File: src/rtl/gduk_pkg.sv
`timescale 1ns / 1ps
// Shared types, field widths and divide-by-1000 helpers for the UTC keeper.
// Used by every module of the block; depends on nothing.
package gduk_pkg;

    localparam int EPOCH_W    = 40;
    localparam int MS_W       = 32;
    localparam int AGE_W      = 16;
    localparam int THR_W      = 8;
    localparam int QUO_W      = 23;
    localparam int FQUO_W     = 7;
    localparam int CFG_IDX_W  = 3;
    localparam int CFG_DATA_W = 32;
    localparam int S_TDATA_W  = 136;
    localparam int M_TDATA_W  = 120;

    localparam int          RECIP_MS_W   = 29;
    localparam int          RECIP_MS_SH  = 38;
    localparam logic [RECIP_MS_W-1:0] RECIP_MS = 29'd274877907;
    localparam int          RECIP_AGE_W  = 17;
    localparam int          RECIP_AGE_SH = 26;
    localparam logic [RECIP_AGE_W-1:0] RECIP_AGE = 17'd67109;

    localparam logic [THR_W-1:0]      DRIFT_RST    = 8'd2;
    localparam logic [MS_W-1:0]       RESYNC_RST   = 32'd3600000;
    localparam logic [MS_W-1:0]       REANCHOR_RST = 32'd3600000;
    localparam logic [AGE_W-1:0]      MAX_AGE_RST  = 16'd1500;
    localparam logic [AGE_W-1:0]      TASK_RST     = 16'd1000;

    typedef enum logic [CFG_IDX_W-1:0] {
        CFG_DRIFT    = 3'd0,
        CFG_RESYNC   = 3'd1,
        CFG_REANCHOR = 3'd2,
        CFG_MAX_AGE  = 3'd3,
        CFG_TASK     = 3'd4
    } cfg_idx_t;

    typedef enum logic [1:0] {
        SRC_NONE = 2'd0,
        SRC_RTC  = 2'd1,
        SRC_GNSS = 2'd2
    } src_t;

    typedef enum logic {
        OP_RTC_LOAD = 1'b0,
        OP_TICK     = 1'b1
    } op_t;

    typedef struct packed {
        logic [THR_W-1:0] drift_thr;
        logic [MS_W-1:0]  resync_ms;
        logic [MS_W-1:0]  span_ms;
        logic [AGE_W-1:0] max_age;
        logic [AGE_W-1:0] task_ms;
    } cfg_t;

    typedef struct packed {
        op_t                op;
        logic [MS_W-1:0]    now_ms;
        logic               rtc_ok;
        logic [EPOCH_W-1:0] rtc_epoch;
        logic               fix_ok;
        logic [EPOCH_W-1:0] fix_epoch;
        logic [AGE_W-1:0]   fix_age;
        logic               sync_req;
    } item_t;

    typedef struct packed {
        logic [MS_W-1:0]    now_ms;
        logic               seeded;
        src_t               src;
        logic [EPOCH_W-1:0] anchor_sec;
        logic [MS_W-1:0]    anchor_ms;
        logic               synced;
        logic [MS_W-1:0]    last_sync_ms;
        logic               wr;
        logic [EPOCH_W-1:0] wr_value;
    } snap_t;

    // Exact x / 1000 for any 32-bit x by a reciprocal multiply.
    function automatic logic [QUO_W-1:0] div_ms(input logic [MS_W-1:0] x);
        logic [MS_W+RECIP_MS_W-1:0] prod;
        prod = x * RECIP_MS;
        return prod[MS_W+RECIP_MS_W-1:RECIP_MS_SH];
    endfunction

    // Exact x / 1000 for any 16-bit x.
    function automatic logic [FQUO_W-1:0] div_age(input logic [AGE_W-1:0] x);
        logic [AGE_W+RECIP_AGE_W-1:0] prod;
        prod = x * RECIP_AGE;
        return prod[AGE_W+RECIP_AGE_W-1:RECIP_AGE_SH];
    endfunction

    // q * 1000 as shifts and subtracts.
    function automatic logic [MS_W-1:0] times_1000(input logic [QUO_W-1:0] q);
        logic [MS_W-1:0] w;
        w = {{(MS_W-QUO_W){1'b0}}, q};
        return (w << 10) - (w << 4) - (w << 3);
    endfunction

endpackage

File: src/rtl/gduk_state.sv
`timescale 1ns / 1ps
// Clock state of the UTC keeper and its update for each word.
// Depends on gduk_pkg.
module gduk_state import gduk_pkg::*; (
    input  logic  aclk,
    input  logic  aresetn,
    input  cfg_t  cfg,
    input  logic  adv,
    input  item_t item,
    output snap_t snap
);

    logic [EPOCH_W-1:0] anchor_sec_reg, anchor_sec_next;
    logic [MS_W-1:0]    anchor_ms_reg, anchor_ms_next;
    logic               seeded_reg, seeded_next;
    src_t               src_reg, src_next;
    logic               synced_reg, synced_next;
    logic [MS_W-1:0]    last_sync_reg, last_sync_next;
    logic               pending_reg, pending_next;
    logic [MS_W-1:0]    last_task_reg, last_task_next;

    logic [MS_W-1:0]    elapsed;
    logic [QUO_W-1:0]   whole;
    logic [EPOCH_W-1:0] utc_now;
    logic [EPOCH_W-1:0] gnss_now;
    logic               task_due;
    logic               slide;
    logic               fix_fresh;
    logic               pending_now;
    logic [MS_W-1:0]    drift;
    logic signed [MS_W:0] drift_s;
    logic signed [MS_W:0] thr_s;
    logic               drift_big;
    logic               due;
    logic               wr;

    always_comb begin
        elapsed     = item.now_ms - anchor_ms_reg;
        whole       = div_ms(elapsed);
        utc_now     = seeded_reg ? anchor_sec_reg + EPOCH_W'(whole) : '0;
        gnss_now    = item.fix_epoch + EPOCH_W'(div_age(item.fix_age));
        task_due    = (item.now_ms - last_task_reg) >= MS_W'(cfg.task_ms);
        slide       = seeded_reg && (elapsed > cfg.span_ms);
        fix_fresh   = item.fix_ok && (item.fix_age < cfg.max_age);
        pending_now = pending_reg | item.sync_req;
        drift       = gnss_now[MS_W-1:0] - utc_now[MS_W-1:0];
        drift_s     = {drift[MS_W-1], drift};
        thr_s       = {{(MS_W+1-THR_W){1'b0}}, cfg.drift_thr};
        drift_big   = (drift_s >= thr_s) || (drift_s <= -thr_s);
        due         = !synced_reg || pending_now || drift_big
                      || ((item.now_ms - last_sync_reg) > cfg.resync_ms);

        anchor_sec_next = anchor_sec_reg;
        anchor_ms_next  = anchor_ms_reg;
        seeded_next     = seeded_reg;
        src_next        = src_reg;
        synced_next     = synced_reg;
        last_sync_next  = last_sync_reg;
        pending_next    = pending_reg;
        last_task_next  = last_task_reg;
        wr              = 1'b0;

        if (item.op == OP_RTC_LOAD) begin
            if (item.rtc_ok) begin
                anchor_sec_next = item.rtc_epoch;
                anchor_ms_next  = item.now_ms;
                seeded_next     = 1'b1;
                src_next        = SRC_RTC;
            end
        end else begin
            pending_next = pending_now;
            if (task_due) begin
                last_task_next = item.now_ms;
                if (slide) begin
                    anchor_sec_next = anchor_sec_reg + EPOCH_W'(whole);
                    anchor_ms_next  = anchor_ms_reg + times_1000(whole);
                end
                if (fix_fresh && due) begin
                    anchor_sec_next = item.fix_epoch;
                    anchor_ms_next  = item.now_ms - MS_W'(item.fix_age);
                    seeded_next     = 1'b1;
                    src_next        = SRC_GNSS;
                    synced_next     = 1'b1;
                    last_sync_next  = item.now_ms;
                    pending_next    = 1'b0;
                    wr              = 1'b1;
                end
            end
        end

        snap.now_ms       = item.now_ms;
        snap.seeded       = seeded_next;
        snap.src          = src_next;
        snap.anchor_sec   = anchor_sec_next;
        snap.anchor_ms    = anchor_ms_next;
        snap.synced       = synced_next;
        snap.last_sync_ms = last_sync_next;
        snap.wr           = wr;
        snap.wr_value     = wr ? gnss_now : '0;
    end

    always_ff @(posedge aclk) begin
        if (!aresetn) begin
            anchor_sec_reg <= '0;
            anchor_ms_reg  <= '0;
            seeded_reg     <= 1'b0;
            src_reg        <= SRC_NONE;
            synced_reg     <= 1'b0;
            last_sync_reg  <= '0;
            pending_reg    <= 1'b0;
            last_task_reg  <= '0;
        end else if (adv) begin
            anchor_sec_reg <= anchor_sec_next;
            anchor_ms_reg  <= anchor_ms_next;
            seeded_reg     <= seeded_next;
            src_reg        <= src_next;
            synced_reg     <= synced_next;
            last_sync_reg  <= last_sync_next;
            pending_reg    <= pending_next;
            last_task_reg  <= last_task_next;
        end
    end

endmodule

File: config.mk
export PLATFORM = sky130hd
export DESIGN_NAME = gduk_state
export DESIGN_NICKNAME = d
export VERILOG_FILES = /design/src/rtl/gduk_pkg.sv /design/src/rtl/gduk_state.sv
export SDC_FILE = /design/constraint.sdc
export NUM_CORES = 2
export LEC_CHECK = 0
export BUFFER_PORTS_ARGS = -buffer_cell sky130_fd_sc_hd__buf_2
export CORE_MARGIN = 2
export CORE_UTILIZATION = 45
export DETAILED_ROUTE_END_ITERATION = 10
export GPL_TIMING_DRIVEN = 0
export PLACE_DENSITY_LB_ADDON = 0.25
export SYNTH_ARGS = -nofsm -noshare
export SYNTH_HDL_FRONTEND = slang
export SYNTH_SLANG_ARGS = --single-unit
File: constraint.sdc
create_clock -name aclk -period 30.8 [get_ports aclk]
set_input_delay 1.54 -clock aclk [delete_from_list [all_inputs] [get_ports aclk]]
set_output_delay 1.54 -clock aclk [all_outputs]
set_load 0.01 [all_outputs]
Word level (Yosys, flattened, before mapping)
Cells that the tools add are included. W data, S select, Z words.

Bits in registers: 141. Bits of input ports: 239. Output and inout bits: 181. Logic and storage cells: 69.

$add $sub $neg: 11. Multiply operators: 2. Order comparisons: 6. Multiplexer cells: 31. Bitwise gates (word level): 1. Reduce and logical (&&, ||, !) cells: 10.

Operator list (number): $mux W32 (9); $mux W40 (6); $sub A32 B32 Y32 (4); $gt A32 B32 Y1 (2); $mul A32 B29 Y61 const B (1); $add A40 B23 Y40 (1); $add A40 B7 Y40 (1); $le A32 B33 Y1 (1); $mul A16 B17 Y33 const B (1); $neg A8 Y33 (1); $add A32 B32 Y32 (1); $ge A32 B16 Y1 (1); $ge A32 B9 Y1 (1); $sub A32 B16 Y32 (1); $sub A32 B26 Y32 (1); $sub A32 B27 Y32 (1); $lt A16 B16 Y1 (1); $mux W1 (12); $mux W2 (4); $logic_or A1 B1 Y1 (4); $logic_and A1 B1 Y1 (3); $reduce_and A3 Y1 (1); $reduce_and A2 Y1 (1); $logic_not A1 Y1 (1); $or A1 B1 Y1 (1).

Depth between registers and ports, before layout
Depth after elaboration: 14. Gate-level depth with buffers: 82. Depth with buffers taken out: 79.

Worst setup path after synthesis
Ideal clock, no wire load.

Path type: input port to output port. Start: input item[99] (netlist name). End: output snap[118] (netlist name). Arrival time: 17010 ps. Data required time: 29260 ps. Path slack: 12250 ps. Stages on the path: 76. Path buffers: 3. Cell sequence: inv_1 ha_1 inv_1 fa_1 a211o_1 o211ai_1 a211oi_1 nand2b_1 a21oi_1 a21oi_1 a21o_1 a21oi_1 o21bai_1 a41oi_1 a21o_1 o21ai_0 a21oi_1 xnor2_1 (+40 left out) o2bb2ai_1 and3_1 nor2_1 ha_1 nand2b_1 nand3_1 a2111oi_0 a41oi_1 nor4_1 and4_1 nand4_1 and3_1 nor2_2 buf_6 buf_4 buf_4 o21ai_0 a211oi_1.

RTL lines: start: declaration (RTL line gduk_state.sv:9) `input item_t item,`; end: declaration (RTL line gduk_state.sv:10) `output snap_t snap`.

==> impl_metrics.env <==
export IMPL_route_met3_wl_mm=10.6
export IMPL_layout_min_cycle_time_ps=24450
export IMPL_yosysWarnings=0
export IMPL_worstSetupEndpoint="snap[102]"
export IMPL_synth_flop_cell="dfxtp_1"
export IMPL_outcome="finished with violations"
export IMPL_worstPathRequired_ps=29260
export IMPL_hold_buffers=0
export IMPL_syn_num_nets=6372
export IMPL_drt_iter0_drc=3173
export IMPL_final_common_cell="ha_1"
export IMPL_cp_num_buf_inv=8
export IMPL_slew_violations=0
export IMPL_dr_wl_met2_mm=67.0
export IMPL_clk_pin_slew_worst_paths_ps=70
export IMPL_final_cell_mix="ha_1 (854), inv_1 (782), buf_2 (429)"
export IMPL_cp_top_family="compound AO/OA/AOI/OAI gates"
export IMPL_wirelength_met1_mm=61.0
export IMPL_hold_viol=0
export IMPL_top_layer="met5"
export IMPL_r2r_worst_path_cells=69
export IMPL_reg2reg_slack_ps=9670
export IMPL_grt_pass1_vias=36800
export IMPL_setup_tns_ps=0
export IMPL_fillers=8846
export IMPL_cpPeakStageDelay_ps=770
export IMPL_hold_path_class="reg2reg"
export IMPL_setup_viol=0
export IMPL_path_depth=70
export IMPL_wl_per_cell_um=22.2
export IMPL_drive_gt1_share_pct=11.5
export IMPL_syn_avg_cell_area_um2=8.32
export IMPL_rsz0062_at_grt="false"
export IMPL_crit_top_cell="ha_1"
export IMPL_ant_nets=0
export IMPL_core_um2=89900
export IMPL_worst_slew_pin_slew_ps=1490
export IMPL_cts_resized=0
export IMPL_grt_antenna_before_repair=7
export IMPL_ys_seq_area_share_pct=6.93
export IMPL_critPathMaxFanout=11
export IMPL_firstDrtPassIters=9
export IMPL_ios=420
export IMPL_synthesis_area_um2=40700
export IMPL_htree_levels=4
export IMPL_cts_buffers_inserted=17
export IMPL_rows=110
export IMPL_start_util_pct=45.3
export IMPL_slowest_stage="buf_1"
export IMPL_final_nets=6822
export IMPL_place_congestion=0.994
export IMPL_cts_path_max_buffers=2
export IMPL_critPathCaptureType="output port"
export IMPL_die_area_um2=92900
export IMPL_slew_limit_headroom_pct=0.143
export IMPL_track_usage_pct=30.7
export IMPL_post_cts_buffers=0
export IMPL_ys_ff_latch=141
export IMPL_synth_edf_count=0
export IMPL_synth_distinct_cells=86
export IMPL_die_h_um=305
export IMPL_post_route_period_util_pct=79.4
export IMPL_critPathLaunch="item[100]"
export IMPL_vias=37400
export IMPL_r2r_start="anchor_ms_reg[2]"
export IMPL_multiInputGateArea_um2=34200
export IMPL_largest_reg_flops=40
export IMPL_cts_tree="built"
export IMPL_seq_area_um2=2820
export IMPL_area_delta_synth_final_pct=10.9
export IMPL_portBuffers=417
export IMPL_grt_ovfl_total=0
export IMPL_drc=0
export IMPL_async_flop_share_pct=0
export IMPL_arrival_ps=22910
export IMPL_syn_inst=4895
export IMPL_fin_skew_ps=12.9
export IMPL_via_per_inst=5.72
export IMPL_cts_num_sinks=141
export IMPL_grt_pass1_wl_mm=218
export IMPL_worstSetupPathType="in2out"
export IMPL_fmax_mhz=40.9
export IMPL_dieWidth_um=305
export IMPL_wl_mm=145
export IMPL_failed_checks="max-capacitance violations"
export IMPL_insertion_delay_ps=470
export IMPL_grt_max_degree=17
export IMPL_root_buffer="clkbuf_16"
export IMPL_hpwl_mm=122
export IMPL_cp_start_kind="input pin"
export IMPL_max_cap_violations=1
export IMPL_r2r_end="last_sync_reg[28]"
==> area by class of cell <==
cell class / count / share of cell area (%)
multi-input cells: 3803 / 75.8
plain buffers: 166 / 1.78
clock inverters: 15 / 0.377
diodes: 3 / 0.0166
flip-flops and latches: 141 / 6.25
inverters: 785 / 6.53
clock buffers: 17 / 0.942
repair buffers: 431 / 5.02
well taps: 1176 / 3.26
==> cells in the mapped netlist (all sizes together) (9+ instances only) <==
| cell | n | area, um^2 |
|---|---|---|
| ha | 854 | 10700 |
| inv | 783 | 2940 |
| fa | 384 | 7690 |
| nand2 | 357 | 1340 |
| a21oi | 334 | 1680 |
| o21ai | 226 | 1130 |
| nor2 | 222 | 846 |
| xnor2 | 164 | 1440 |
| a21o | 159 | 1190 |
| dfxtp | 141 | 2820 |
| clkbuf | 101 | 380 |
| nand3 | 97 | 485 |
| xor2 | 92 | 806 |
| nor2b | 75 | 469 |
| o21a | 67 | 503 |
| buf | 65 | 424 |
| nor3 | 65 | 325 |
| nand2b | 54 | 338 |
| nand4 | 54 | 338 |
| mux2i | 48 | 480 |
| a211oi | 42 | 315 |
| a31oi | 39 | 274 |
| or2 | 33 | 206 |
| and3 | 32 | 200 |
| and2 | 30 | 188 |
| o21bai | 30 | 225 |
| o31ai | 26 | 195 |
| o221a | 23 | 259 |
| o211ai | 19 | 143 |
| nor4 | 18 | 113 |
| or3 | 18 | 113 |
| o22ai | 17 | 106 |
| a221oi | 16 | 140 |
| and4 | 14 | 123 |
| a2111oi | 13 | 115 |
| a211o | 13 | 114 |
| o31a | 13 | 114 |
| a41oi | 12 | 105 |
| o2111ai | 11 | 96.3 |
| a32o | 9 | 90.1 |
| mux2 | 9 | 101 |
==> routing by layer <==
| layer | up-vias | global-route usage, % |
|---|---|---|
| met5 | - | 0 |
| li1 | 17800 | - |
| met1 | 17900 | 39.8 |
| met2 | 1424 | 50.7 |
| met3 | 287 | 4.84 |
| met4 | 8 | 12.7 |
==> through the flow <==
stage	setup slack, ps	std cells	util [%]	hold WS (ps)	cell area [um^2]
finish	6350	6537	50.2	454	45200
global route	5520	6537	50.2	474	45200
CTS	6750	6533	50.2	457	45100
detailed placement	6820	6501	49.6	447	44500
global placement	6130	6488	49.3	443	44300
floorplan	12250	4895	-	428	40700
==> worst reg2reg max path: cells and delay by family (launching register included) <==
kind,cells,cell delay (ps)
AND/OR/NAND/NOR,18,3700
XOR/XNOR,3,1630
buffers and inverters,7,1740
AO/OA/AOI/OAI,28,8210
flip-flops,1,410
adder cells (fa/ha/maj),13,5330
==> logic make-up (layout without fill, tap and decap cells) <==
kind of cell / count (synthesis) / count (layout) / synth area share [%]
muxes: 57 / 57 / 1.43
buffers and inverters: 951 / 1414 / 9.21
other: 0 / 3 / 0
and+or+nand+nor: 1091 / 1091 / 13.0
xor gates and xnor gates: 259 / 259 / 5.67
adders and majority gates: 1239 / 1239 / 45.2
AOI/OAI and AO/OA: 1157 / 1157 / 18.6
DFF: 141 / 141 / 6.93
==> worst min-delay path by stage <==
stage | cells after the start | slack [ps] | endpoint | from
2_1_floorplan | 2 | 430 | src_reg[1] | src_reg[1]
3_3_place_gp | 2 | 440 | last_task_reg[25] | last_task_reg[25]
3_5_place_dp | 2 | 450 | last_sync_reg[19] | last_sync_reg[19]
4_1_cts | 2 | 460 | last_sync_reg[19] | last_sync_reg[19]
5_1_grt | 2 | 470 | last_task_reg[5] | last_task_reg[5]
6_report | 2 | 450 | last_sync_reg[11] | last_sync_reg[11]
Power is not shown: default switching activity piles up to over one toggle a cycle in this logic, so the estimate is an artifact.
